File: src/design/sfvt_pkg.sv
package sfvt_pkg;

  localparam int SensorsDefault = 128;

  localparam logic [7:0] ThresholdReset = 8'd1;
  localparam logic [7:0] PanicCode      = 8'd255;

  localparam logic OP_REPORT = 1'b0;
  localparam logic OP_SWEEP  = 1'b1;

  localparam logic [1:0] CAUSE_NONE      = 2'd0;
  localparam logic [1:0] CAUSE_PANIC     = 2'd1;
  localparam logic [1:0] CAUSE_THRESHOLD = 2'd2;

  typedef struct packed {
    logic       operation;
    logic [6:0] sensor_index;
    logic [7:0] status_code;
    logic       run_error;
  } in_item_t;

  typedef struct packed {
    logic       fire;
    logic [1:0] fire_cause;
    logic [7:0] failed_total;
    logic       latched;
    logic       rearmed;
  } out_item_t;

  // one memory word per sensor
  typedef struct packed {
    logic failed;
    logic last_zero;
  } entry_t;

endpackage

File: src/design/sfvt_ram.sv
module sfvt_ram #(
  parameter int Width = 2,
  parameter int Depth = 128,
  localparam int AddrW = (Depth > 1) ? $clog2(Depth) : 1
) (
  input  logic             clk_i,
  input  logic             we_i,
  input  logic [AddrW-1:0] waddr_i,
  input  logic [Width-1:0] wdata_i,
  input  logic             re_i,
  input  logic [AddrW-1:0] raddr_i,
  output logic [Width-1:0] rdata_o
);

  logic [Width-1:0] mem_q [Depth];
  logic [Width-1:0] rdata_q;

  always_ff @(posedge clk_i) begin
    if (we_i) begin
      mem_q[waddr_i] <= wdata_i;
    end
    if (re_i) begin
      rdata_q <= mem_q[raddr_i];
    end
  end

  assign rdata_o = rdata_q;

endmodule

File: src/design/sfvt_update.sv
module sfvt_update #(
  parameter int Sensors = sfvt_pkg::SensorsDefault
) (
  input  logic               clk_i,
  input  logic               rst_ni,
  input  logic               proc_i,
  input  sfvt_pkg::in_item_t item_i,
  input  sfvt_pkg::entry_t   entry_i,
  input  logic [7:0]         thresh_i,
  output logic               we_o,
  output sfvt_pkg::entry_t   wentry_o,
  output sfvt_pkg::out_item_t result_o
);

  localparam int CntW = $clog2(Sensors + 1);

  logic [CntW-1:0] count_q, count_d;
  logic            latch_q, latch_d;
  logic            in_range;
  logic            at_thresh;

  assign in_range  = 32'(item_i.sensor_index) < Sensors;
  assign at_thresh = 32'(count_q) >= 32'(thresh_i);

  always_comb begin
    count_d  = count_q;
    latch_d  = latch_q;
    we_o     = 1'b0;
    wentry_o = entry_i;
    result_o = '0;
    result_o.fire_cause = sfvt_pkg::CAUSE_NONE;
    if (proc_i) begin
      if (item_i.operation == sfvt_pkg::OP_REPORT) begin
        if (!item_i.run_error && in_range) begin
          we_o = 1'b1;
          if (entry_i.last_zero && item_i.status_code != 8'd0) begin
            if (item_i.status_code == sfvt_pkg::PanicCode) begin
              result_o.fire       = 1'b1;
              result_o.fire_cause = sfvt_pkg::CAUSE_PANIC;
            end else if (!entry_i.failed) begin
              wentry_o.failed = 1'b1;
              count_d         = count_q + CntW'(1);
            end
          end else if (entry_i.failed && item_i.status_code == 8'd0) begin
            wentry_o.failed = 1'b0;
            if (count_q != '0) begin
              count_d = count_q - CntW'(1);
            end
          end
          wentry_o.last_zero = (item_i.status_code == 8'd0);
        end
      end else begin
        if (!latch_q && at_thresh) begin
          result_o.fire       = 1'b1;
          result_o.fire_cause = sfvt_pkg::CAUSE_THRESHOLD;
          latch_d             = 1'b1;
        end else if (latch_q && !at_thresh) begin
          latch_d          = 1'b0;
          result_o.rearmed = 1'b1;
        end
      end
    end
    result_o.failed_total = 8'(count_d);
    result_o.latched      = latch_d;
  end

  always_ff @(posedge clk_i or negedge rst_ni) begin
    if (!rst_ni) begin
      count_q <= '0;
      latch_q <= 1'b0;
    end else begin
      count_q <= count_d;
      latch_q <= latch_d;
    end
  end

  // count is bounded by the sensor count
  a_count_bound: assert property (@(posedge clk_i) disable iff (!rst_ni)
    32'(count_q) <= Sensors)
    else $error("failed count above sensor count");

  // count holds in any cycle without a processed transfer
  a_count_step: assert property (@(posedge clk_i) disable iff (!rst_ni)
    !proc_i |=> $stable(count_q))
    else $error("failed count changed without a transfer");

endmodule

File: src/design/sensor_failure_vote_trigger.sv
// Channel  | Handshake                       | Payload
// ---------+---------------------------------+-------------------------
// in       | in_valid_i / in_stall_o         | in_item_i  (in_item_t)
// out      | out_valid_o / out_stall_i       | out_item_o (out_item_t)
// cfg      | cfg_we_i (write only)           | cfg_wdata_i (threshold)
//
// One item per cycle sustained while the output is not stalled; an input
// transfer reaches the result through a read stage on the per-sensor RAM,
// then a modify/write-back stage that loads the output register.
// After reset a clearing pass writes every RAM entry, with
// in_stall_o high throughout; configuration writes are taken meanwhile.
// A stalled output holds the item in the modify stage and stalls the input.
module sensor_failure_vote_trigger #(
  parameter int SENSORS = sfvt_pkg::SensorsDefault
) (
  input  logic                clk_i,
  input  logic                rst_ni,
  input  logic                in_valid_i,
  output logic                in_stall_o,
  input  sfvt_pkg::in_item_t  in_item_i,
  output logic                out_valid_o,
  input  logic                out_stall_i,
  output sfvt_pkg::out_item_t out_item_o,
  input  logic                cfg_we_i,
  input  logic [7:0]          cfg_wdata_i
);

  localparam int AddrW = (SENSORS > 1) ? $clog2(SENSORS) : 1;

  // configuration
  logic [7:0] thresh_q;

  // clearing pass
  logic             clr_q;
  logic [AddrW-1:0] clr_addr_q;

  // modify stage
  logic               s1_valid_q;
  sfvt_pkg::in_item_t s1_item_q;
  logic               s1_adv;
  logic               proc;

  // write-to-read forwarding: a write at the edge that issued the read
  logic             fwd_hit_q;
  sfvt_pkg::entry_t fwd_data_q;

  // output register
  logic                out_valid_q;
  sfvt_pkg::out_item_t out_item_q;

  // RAM ports
  logic             ram_we;
  logic [AddrW-1:0] ram_waddr;
  sfvt_pkg::entry_t ram_wdata;
  logic [AddrW-1:0] ram_raddr;
  sfvt_pkg::entry_t ram_rdata;

  logic                upd_we;
  sfvt_pkg::entry_t    upd_wentry;
  sfvt_pkg::entry_t    cur_entry;
  sfvt_pkg::out_item_t result;
  logic                in_xfer;

  assign s1_adv     = !out_valid_q || !out_stall_i;
  assign proc       = s1_valid_q && s1_adv;
  assign in_stall_o = clr_q || (s1_valid_q && !s1_adv);
  assign in_xfer    = in_valid_i && !in_stall_o;

  assign ram_raddr = AddrW'(in_item_i.sensor_index);
  assign ram_we    = clr_q || upd_we;
  assign ram_waddr = clr_q ? clr_addr_q : AddrW'(s1_item_q.sensor_index);
  assign ram_wdata = clr_q ? '0 : upd_wentry;

  assign cur_entry = fwd_hit_q ? fwd_data_q : ram_rdata;

  sfvt_ram #(
    .Width ($bits(sfvt_pkg::entry_t)),
    .Depth (SENSORS)
  ) u_ram (
    .clk_i   (clk_i),
    .we_i    (ram_we),
    .waddr_i (ram_waddr),
    .wdata_i (ram_wdata),
    .re_i    (in_xfer),
    .raddr_i (ram_raddr),
    .rdata_o (ram_rdata)
  );

  sfvt_update #(
    .Sensors (SENSORS)
  ) u_update (
    .clk_i    (clk_i),
    .rst_ni   (rst_ni),
    .proc_i   (proc),
    .item_i   (s1_item_q),
    .entry_i  (cur_entry),
    .thresh_i (thresh_q),
    .we_o     (upd_we),
    .wentry_o (upd_wentry),
    .result_o (result)
  );

  always_ff @(posedge clk_i or negedge rst_ni) begin
    if (!rst_ni) begin
      thresh_q    <= sfvt_pkg::ThresholdReset;
      clr_q       <= 1'b1;
      clr_addr_q  <= '0;
      s1_valid_q  <= 1'b0;
      fwd_hit_q   <= 1'b0;
      out_valid_q <= 1'b0;
    end else begin
      if (cfg_we_i) begin
        thresh_q <= cfg_wdata_i;
      end
      if (clr_q) begin
        clr_addr_q <= clr_addr_q + AddrW'(1);
        if (clr_addr_q == AddrW'(SENSORS - 1)) begin
          clr_q <= 1'b0;
        end
      end
      if (in_xfer) begin
        s1_valid_q <= 1'b1;
        fwd_hit_q  <= ram_we && (ram_waddr == ram_raddr);
      end else if (s1_adv) begin
        s1_valid_q <= 1'b0;
      end
      if (proc) begin
        out_valid_q <= 1'b1;
      end else if (!out_stall_i) begin
        out_valid_q <= 1'b0;
      end
    end
  end

  // payload registers
  always_ff @(posedge clk_i) begin
    if (in_xfer) begin
      s1_item_q  <= in_item_i;
      fwd_data_q <= ram_wdata;
    end
    if (proc) begin
      out_item_q <= result;
    end
  end

  assign out_valid_o = out_valid_q;
  assign out_item_o  = out_item_q;

  // fire and cause agree on every result
  a_fire_cause: assert property (@(posedge clk_i) disable iff (!rst_ni)
    out_valid_o |-> (out_item_o.fire == (out_item_o.fire_cause != sfvt_pkg::CAUSE_NONE)))
    else $error("fire flag and cause disagree");

  // a re-arm leaves the latch open and never fires
  a_rearm: assert property (@(posedge clk_i) disable iff (!rst_ni)
    (out_valid_o && out_item_o.rearmed) |-> (!out_item_o.fire && !out_item_o.latched))
    else $error("re-arm with fire or latch set");

  // no write from the modify stage during the clearing pass
  a_clr_quiet: assert property (@(posedge clk_i) disable iff (!rst_ni)
    clr_q |-> !s1_valid_q)
    else $error("item in flight during clearing pass");

  // held item keeps its RAM data while the output is stalled
  a_hold: assert property (@(posedge clk_i) disable iff (!rst_ni)
    (s1_valid_q && !s1_adv) |=> (s1_valid_q && $stable(cur_entry)))
    else $error("modify stage lost its entry under stall");

endmodule
File: config.mk
export PLATFORM = sky130hd
export DESIGN_NAME = sensor_failure_vote_trigger
export DESIGN_NICKNAME = d
export VERILOG_FILES = /design/src/design/sfvt_pkg.sv /design/src/design/sfvt_ram.sv /design/src/design/sfvt_update.sv /design/src/design/sensor_failure_vote_trigger.sv
export SDC_FILE = /design/constraint.sdc
export NUM_CORES = 1
export LEC_CHECK = 0
export BUFFER_PORTS_ARGS = -buffer_cell sky130_fd_sc_hd__buf_4
export CAP_MARGIN = 30
export CORE_MARGIN = 2
export CORE_UTILIZATION = 50
export CTS_CLUSTER_DIAMETER = 60
export DETAILED_ROUTE_END_ITERATION = 8
export PLACE_DENSITY = 0.66
export REMOVE_ABC_BUFFERS = 1
export SLEW_MARGIN = 20
export SYNTH_ARGS = -nofsm -noshare
export SYNTH_HDL_FRONTEND = slang
export SYNTH_SLANG_ARGS = --single-unit
export TNS_END_PERCENT = 20
File: constraint.sdc
create_clock -name clk_i -period 20.1 [get_ports clk_i]
set_input_delay 3.015 -clock clk_i [delete_from_list [all_inputs] [get_ports clk_i]]
set_output_delay 3.015 -clock clk_i [all_outputs]
set_load 0.05 [all_outputs]
# ---- Yosys cells after proc, flatten, opt, wreduce, memory -nomap -nowiden
# Memory sizes are Yosys's and may differ from the RTL's. A register that Yosys moved wholly into a read port is not among the register bits.
# Cells that the tools add are included.
dict set report totals {
  ff_bits 60
  memories 1
  inputBits 30
  out_inout_bits 15
  wordCells 89
  mem_bits_rw 256
  latchBits 0
  rom_bits 0
}
# memory words width read_ports rd_clocked_by_memory_dff write_ports line_no
set mem_list {}
lappend mem_list {u_ram.mem_q 128 2 1 1 1 sfvt_ram.sv:15} ;# logic [Width-1:0] mem_q [Depth];
dict set report op_classes {
  muxes 38
  n_lt_le_gt_ge 1
  n_addsub 3
  div 0
  n_shift 0
  eq_ne 4
  n_bitwise 1
  mul 0
  n_reduce_logical 22
}
# operator n
set op_table {}
lappend op_table {{2-to-1 mux 8 bit} 8}
lappend op_table {{2-to-1 mux 1 bit} 19}
lappend op_table {{nonzero test 8 bit} 2}
lappend op_table {{2-to-1 mux 3 bit} 5}
lappend op_table {{2-to-1 mux 2 bit} 5}
lappend op_table {{adder 8 x 1 -> 8 bit (second input constant)} 1}
lappend op_table {{== test 8 bit (second input constant)} 1}
lappend op_table {{greater-or-equal comparator 8 bit} 1}
lappend op_table {{logical AND 1 bit} 8}
lappend op_table {{logical NOT 8 bit} 1}
lappend op_table {{subtractor 8 x 1 -> 8 bit (second input constant)} 1}
lappend op_table {{adder 7 x 1 -> 7 bit (second input constant)} 1}
lappend op_table {{== test 7 bit} 1}
lappend op_table {{== test 7 bit (second input constant)} 1}
lappend op_table {{2-to-1 mux 7 bit} 1}
lappend op_table {{logical NOT 1 bit} 6}
lappend op_table {{logical OR 1 bit} 3}
lappend op_table {{inequality test 2 x 1 -> 1 bit (second input constant)} 1}
lappend op_table {{nonzero test 2 bit} 1}
lappend op_table {{OR reduction 2 bit} 1}
lappend op_table {{NOT 1 bit} 1}

# ---- Depth between registers and ports, before layout
dict set report logic_depth {
  word_depth 8
  ltp_mapped 9
  ltp_nobuf 8
}

# ---- Hierarchy
# Synthesis repeated with hierarchy kept, for this count alone.
dict set report hier_totals {
  hier_cells 855
  hier_area_um2 13653.1
}
# module area_per_inst_um2 n_inst seq_area_each_um2 cells_each
set modules_own_cells {}
lappend modules_own_cells {sfvt_ram 10632.7 1 7747.4 611}
lappend modules_own_cells {sensor_failure_vote_trigger 1949.4 1 1438.9 113}
lappend modules_own_cells {sfvt_update 1071.0 1 225.2 131}

# ---- Worst setup path before layout
# Ideal clock, no wire load.
dict set report synth_timing {
  path_kind {input to register}
  startpoint {input port out_stall_i}
  endpoint {register fwd_data_q[1] in the netlist's numbering (data pin)}
  path_buffers 1
  required_ps 18940
  path_slack_ps 10019
  arrival_time_ps 8921
  setup_ps 1160
  cell_stages 7
  path_cell_list {nand2_1 > and2_1 > nand2_1 > clkbuf_1 > nor3_1 > nor2_1 > nor3_1}
}
# item line_no
set synth_lines {}
lappend synth_lines {{start, declared} sensor_failure_vote_trigger.sv:22} ;# input logic out_stall_i,
lappend synth_lines {{end signal, assigned} sensor_failure_vote_trigger.sv:139} ;# fwd_data_q <= ram_wdata;
lappend synth_lines {{end, declared} sensor_failure_vote_trigger.sv:45} ;# sfvt_pkg::entry_t fwd_data_q;

# ---- Worst setup path after layout
dict set report layout_timing {
  startpoint {input port out_stall_i}
  endpoint {output port in_stall_o}
}
dict set report layout_via {
  elab_chain_cells 5
}
# item line_no
set layout_rtl {}
lappend layout_rtl {{logical NOT 1 bit} -}
lappend layout_rtl {{logical OR 1 bit} sensor_failure_vote_trigger.sv:64} ;# assign s1_adv = !out_valid_q || !out_stall_i;
lappend layout_rtl {{logical NOT 1 bit} sensor_failure_vote_trigger.sv:66} ;# assign in_stall_o = clr_q || (s1_valid_q && !s1_adv);
lappend layout_rtl {{logical AND 1 bit} sensor_failure_vote_trigger.sv:66}
lappend layout_rtl {{logical OR 1 bit} sensor_failure_vote_trigger.sv:66}
lappend layout_rtl {{end, declared} sensor_failure_vote_trigger.sv:19} ;# output logic in_stall_o,
# Every way passes these cells.

==> flow_metrics.env <==
export IMPL_clock_skew_final_ns=0.02144
export IMPL_total_routing_usage_gr_pct=21.28
export IMPL_dp_cells=1249
export IMPL_post_cts_resized=0
export IMPL_finalSetupViolations=0
export IMPL_synth_adder_area_share_pct=1.106
export IMPL_clock_sinks=318
export IMPL_routabilityCongestion=0.8196
export IMPL_post_synth_xor_area_fraction_pct=0.9032
export IMPL_mappedNetlistArea_mm2=0.01358
export IMPL_finalWorstPathRequiredPeriod_ns=6.588
export IMPL_synth_enable_flop_cells=290
export IMPL_antenna_cells=0
export IMPL_portBuffers=44
export IMPL_layout_core_utilization_pct=57.06
export IMPL_worst_ir_drop_vdd_uv=75.21
export IMPL_cell_int_power_mw=1.122
export IMPL_maxCapViolations=0
export IMPL_postRouteWirelength_mm=29.72
export IMPL_num_vias=7884
export IMPL_die_area_mm2=0.02849
export IMPL_grt_pass1_wl_mm=45.68
export IMPL_report_final_hold_viol_count=0
export IMPL_routed_via_density=6.018
export IMPL_switching_share_pct=23.00
export IMPL_synthCells=901
export IMPL_cts_tree="done"
export IMPL_synth_warnings=0
export IMPL_cts_hold_fix_buffers=0
export IMPL_core_area_mm2=0.02680
export IMPL_setup_worst_path_start_class="input pin"
export IMPL_place_hpwl_mm=18.83
export IMPL_sequential_share_of_the_synthesized_area_pct=69.33
export IMPL_tightest_slew_ns=0.9977
export IMPL_ios=45
export IMPL_worst_ep_arrival_time_ns=3.57
export IMPL_clkLatencyLatePin_ns=0.52
export IMPL_rsz_0062_raised_after_global_routing="false"
export IMPL_first_global_vias=8014
export IMPL_finalSetupTns_ns=0
export IMPL_power_share_combinational_pct=8.2
export IMPL_largest_buffer_count_on_any_clock_path=3
export IMPL_worst_r2r_setup_slack_ns=16.22
export IMPL_power_static_leakage_nw=5.073
export IMPL_synthMuxAreaShare_pct=11.06
export IMPL_worst_path_max_fanout=3
export IMPL_die_w_um=168.8
export IMPL_start_util_pct=50.65
export IMPL_number_of_clock_buffers_inserted_by_tritoncts=35
export IMPL_detailedRoute_firstPassIterationCount=5
export IMPL_proportion_of_layout_cells_with_a_drive_suffix_above_1_pct=17.23
export IMPL_setup_worst_path_end_class="primary output"
export IMPL_postSynthAreaPerCell_um2=15.07
export IMPL_status="finished clean"
export IMPL_placed_area_mm2=0.01424
export IMPL_clkTransAtPathRegs_ns=0.05
export IMPL_drt_first_iter_violations=744
export IMPL_route_detailed_drc=0
export IMPL_synth_top_family_by_area="multiplexers"
export IMPL_post_layout_nonfiller_instances=1310
export IMPL_ys_async_sr_fraction_pct=8.805
export IMPL_fin_nets=989
export IMPL_die_height_um=168.8
export IMPL_cts_repair_timing_setup_buffer_count=0
export IMPL_antenna_found_initial=0
export IMPL_grt_overflow=0
export IMPL_synth_compound_gate_area_share_pct=5.696
export IMPL_grt_max_degree=98
export IMPL_timing_slew_headroom_pct=33.41
export IMPL_power_per_cell_area_mw_per_mm2=95.31
export IMPL_timing_final_crit_share_pct=32.78
export IMPL_mostFrequentLayoutCell="sky130_fd_sc_hd__edfxtp_1"
export IMPL_timing_worst_setup_path_type="input pin to primary output"
export IMPL_worst_hold_path_type="register to register"
export IMPL_post_synth_and_or_nand_nor_area_fraction_pct=9.834
export IMPL_htreeDepth=2
export IMPL_ant_nets=0
export IMPL_highest_count_cells_in_the_layout_ignoring_fill_and_taps="sky130_fd_sc_hd__edfxtp_1, sky130_fd_sc_hd__nor2_1, sky130_fd_sc_hd__nand2_1, sky130_fd_sc_hd__buf_4, sky130_fd_sc_hd__mux4_2"
export IMPL_p_switching_mw=0.3352
export IMPL_most_frequently_used_flop_master_after_synthesis="sky130_fd_sc_hd__edfxtp_1"
export IMPL_p_seq_share_pct=51.8
export IMPL_final_instance_area_mm2=0.01529
export IMPL_power_frac_clock_pct=40.0
export IMPL_clock_tree_root_cell="sky130_fd_sc_hd__clkbuf_16"
export IMPL_post_synth_num_cell_types=63
export IMPL_top_achievable_clock_speed_mhz=151.8
export IMPL_route_detailed_wl_per_inst_um=22.69
export IMPL_ys_seq_elements=318
export IMPL_fin_max_slew_vios=0
export IMPL_rows=60
export IMPL_layout_area_overhead_vs_synth_pct=12.65
export IMPL_critical_path_required_ns=17.09
cell usage after synthesis, types with 3 or more instances:
library cell / n / area share (%)
sky130_fd_sc_hd__a211oi_1: 14 / 0.77
sky130_fd_sc_hd__a21o_1: 3 / 0.17
sky130_fd_sc_hd__a21oi_1: 14 / 0.52
sky130_fd_sc_hd__a22oi_1: 16 / 0.88
sky130_fd_sc_hd__a31oi_1: 5 / 0.23
sky130_fd_sc_hd__a32o_1: 6 / 0.44
sky130_fd_sc_hd__and2_1: 4 / 0.18
sky130_fd_sc_hd__and3_1: 8 / 0.37
sky130_fd_sc_hd__buf_1: 4 / 0.11
sky130_fd_sc_hd__buf_2: 18 / 0.66
sky130_fd_sc_hd__buf_4: 3 / 0.17
sky130_fd_sc_hd__clkbuf_1: 22 / 0.61
sky130_fd_sc_hd__dfrtp_1: 26 / 4.8
sky130_fd_sc_hd__edfxtp_1: 290 / 64
sky130_fd_sc_hd__ha_1: 12 / 1.1
sky130_fd_sc_hd__inv_1: 16 / 0.44
sky130_fd_sc_hd__mux2_2: 4 / 0.33
sky130_fd_sc_hd__mux2i_1: 36 / 2.7
sky130_fd_sc_hd__mux4_2: 48 / 8.0
sky130_fd_sc_hd__nand2_1: 67 / 1.9
sky130_fd_sc_hd__nand2b_1: 5 / 0.23
sky130_fd_sc_hd__nand3_1: 19 / 0.70
sky130_fd_sc_hd__nand3b_1: 3 / 0.17
sky130_fd_sc_hd__nand4_1: 8 / 0.37
sky130_fd_sc_hd__nor2_1: 144 / 4.0
sky130_fd_sc_hd__nor2b_1: 6 / 0.28
sky130_fd_sc_hd__nor3_1: 8 / 0.29
sky130_fd_sc_hd__nor4_1: 5 / 0.23
sky130_fd_sc_hd__o21ai_0: 12 / 0.44
sky130_fd_sc_hd__o22ai_1: 18 / 0.83
sky130_fd_sc_hd__o31ai_1: 5 / 0.28
sky130_fd_sc_hd__or3_1: 3 / 0.14
sky130_fd_sc_hd__xnor2_1: 7 / 0.45
sky130_fd_sc_hd__xor2_1: 7 / 0.45
metrics by stage:
stage | power [mW] | hold slack (ns) | setup slack (ns)
finish | 1.458 | 0.5351 | 13.51
global route | 1.508 | 0.5658 | 13.44
CTS | 1.468 | 0.5381 | 13.51
detailed placement | 0.8885 | 0.5237 | 13.50
global placement | 0.8863 | 0.5184 | 13.51
floorplan | 0.8427 | 0.4841 | 9.994
cell families after synthesis:
logic type               count (synthesis)
flip-flops                             318
AND/OR/NAND/NOR                        294
AO/OA/AOI/OAI                          110
multiplexers                            89
buffers and inverters                   64
XOR/XNOR                                14
adder cells (fa/ha/maj)                 12
final cells by class:
type                       count  area [µm²]
fill                        2134       11510
sequential                   318        9412
multi-input combinational    519        3897
clock buffer                  47       920.9
timing repair buffer          57       473.0
tap                          341       426.7
clock inverter                12       103.9
inverter                      16       60.06
layer usage:
layer / part of all wire (%) / up-vias / track usage [%]
met5: 0 / - / 0
met3: 5.9 / 47 / 3.180
met1: 42 / 4019 / 28.62
met2: 49 / 261 / 36.24
li1: - / 3557 / -
met4: 2.4 / 0 / 6.484
worst paths after layout:
| kind | start | end | cells after the start |
|---|---|---|---|
| setup / recovery | out_stall_i | in_stall_o | 4 |
| hold reg to reg | clr_addr_q[0]$_DFFE_PN0P_ | clr_addr_q[0]$_DFFE_PN0P_ | 1 |
| setup reg to reg | out_valid_o$_DFFE_PN0P_ | u_ram.mem_q[102][0]$_DFFE_PP_ | 7 |
| hold / removal | clr_addr_q[0]$_DFFE_PN0P_ | clr_addr_q[0]$_DFFE_PN0P_ | 1 |
| min in group asynchronous | rst_ni | thresh_q[5]$_DFFE_PN0P_ | 1 |
| max in group asynchronous | rst_ni | clr_q$_DFF_PN1_ | 1 |
power by group through the flow:
stage / Clock, mW / Sequential (mW) / Combinational (mW)
finish: 0.583 / 0.755 / 0.119
global route: 0.621 / 0.756 / 0.131
CTS: 0.593 / 0.755 / 0.120
detailed placement: 0 / 0.768 / 0.120
global placement: 0 / 0.768 / 0.118
floorplan: 0 / 0.782 / 0.0607
sequential cells by signal, summed over array words and instances (netlist names):
signal,cells
fwd_hit_q,1
out_item_o,13
s1_item_q,17
u_ram.mem_q,256
u_ram.rdata_o,2
clr_addr_q,7
thresh_q,8
s1_valid_q,1
u_update.latch_q,1
out_valid_o,1
fwd_data_q,2
u_update.count_q,8
clr_q,1
critical path: stages:
cell and delay [ns]:
sky130_fd_sc_hd__buf_4 0.12, sky130_fd_sc_hd__a31oi_1 0.19, sky130_fd_sc_hd__inv_1 0.06, sky130_fd_sc_hd__buf_4 0.19
(Power assumes the default switching activity.)
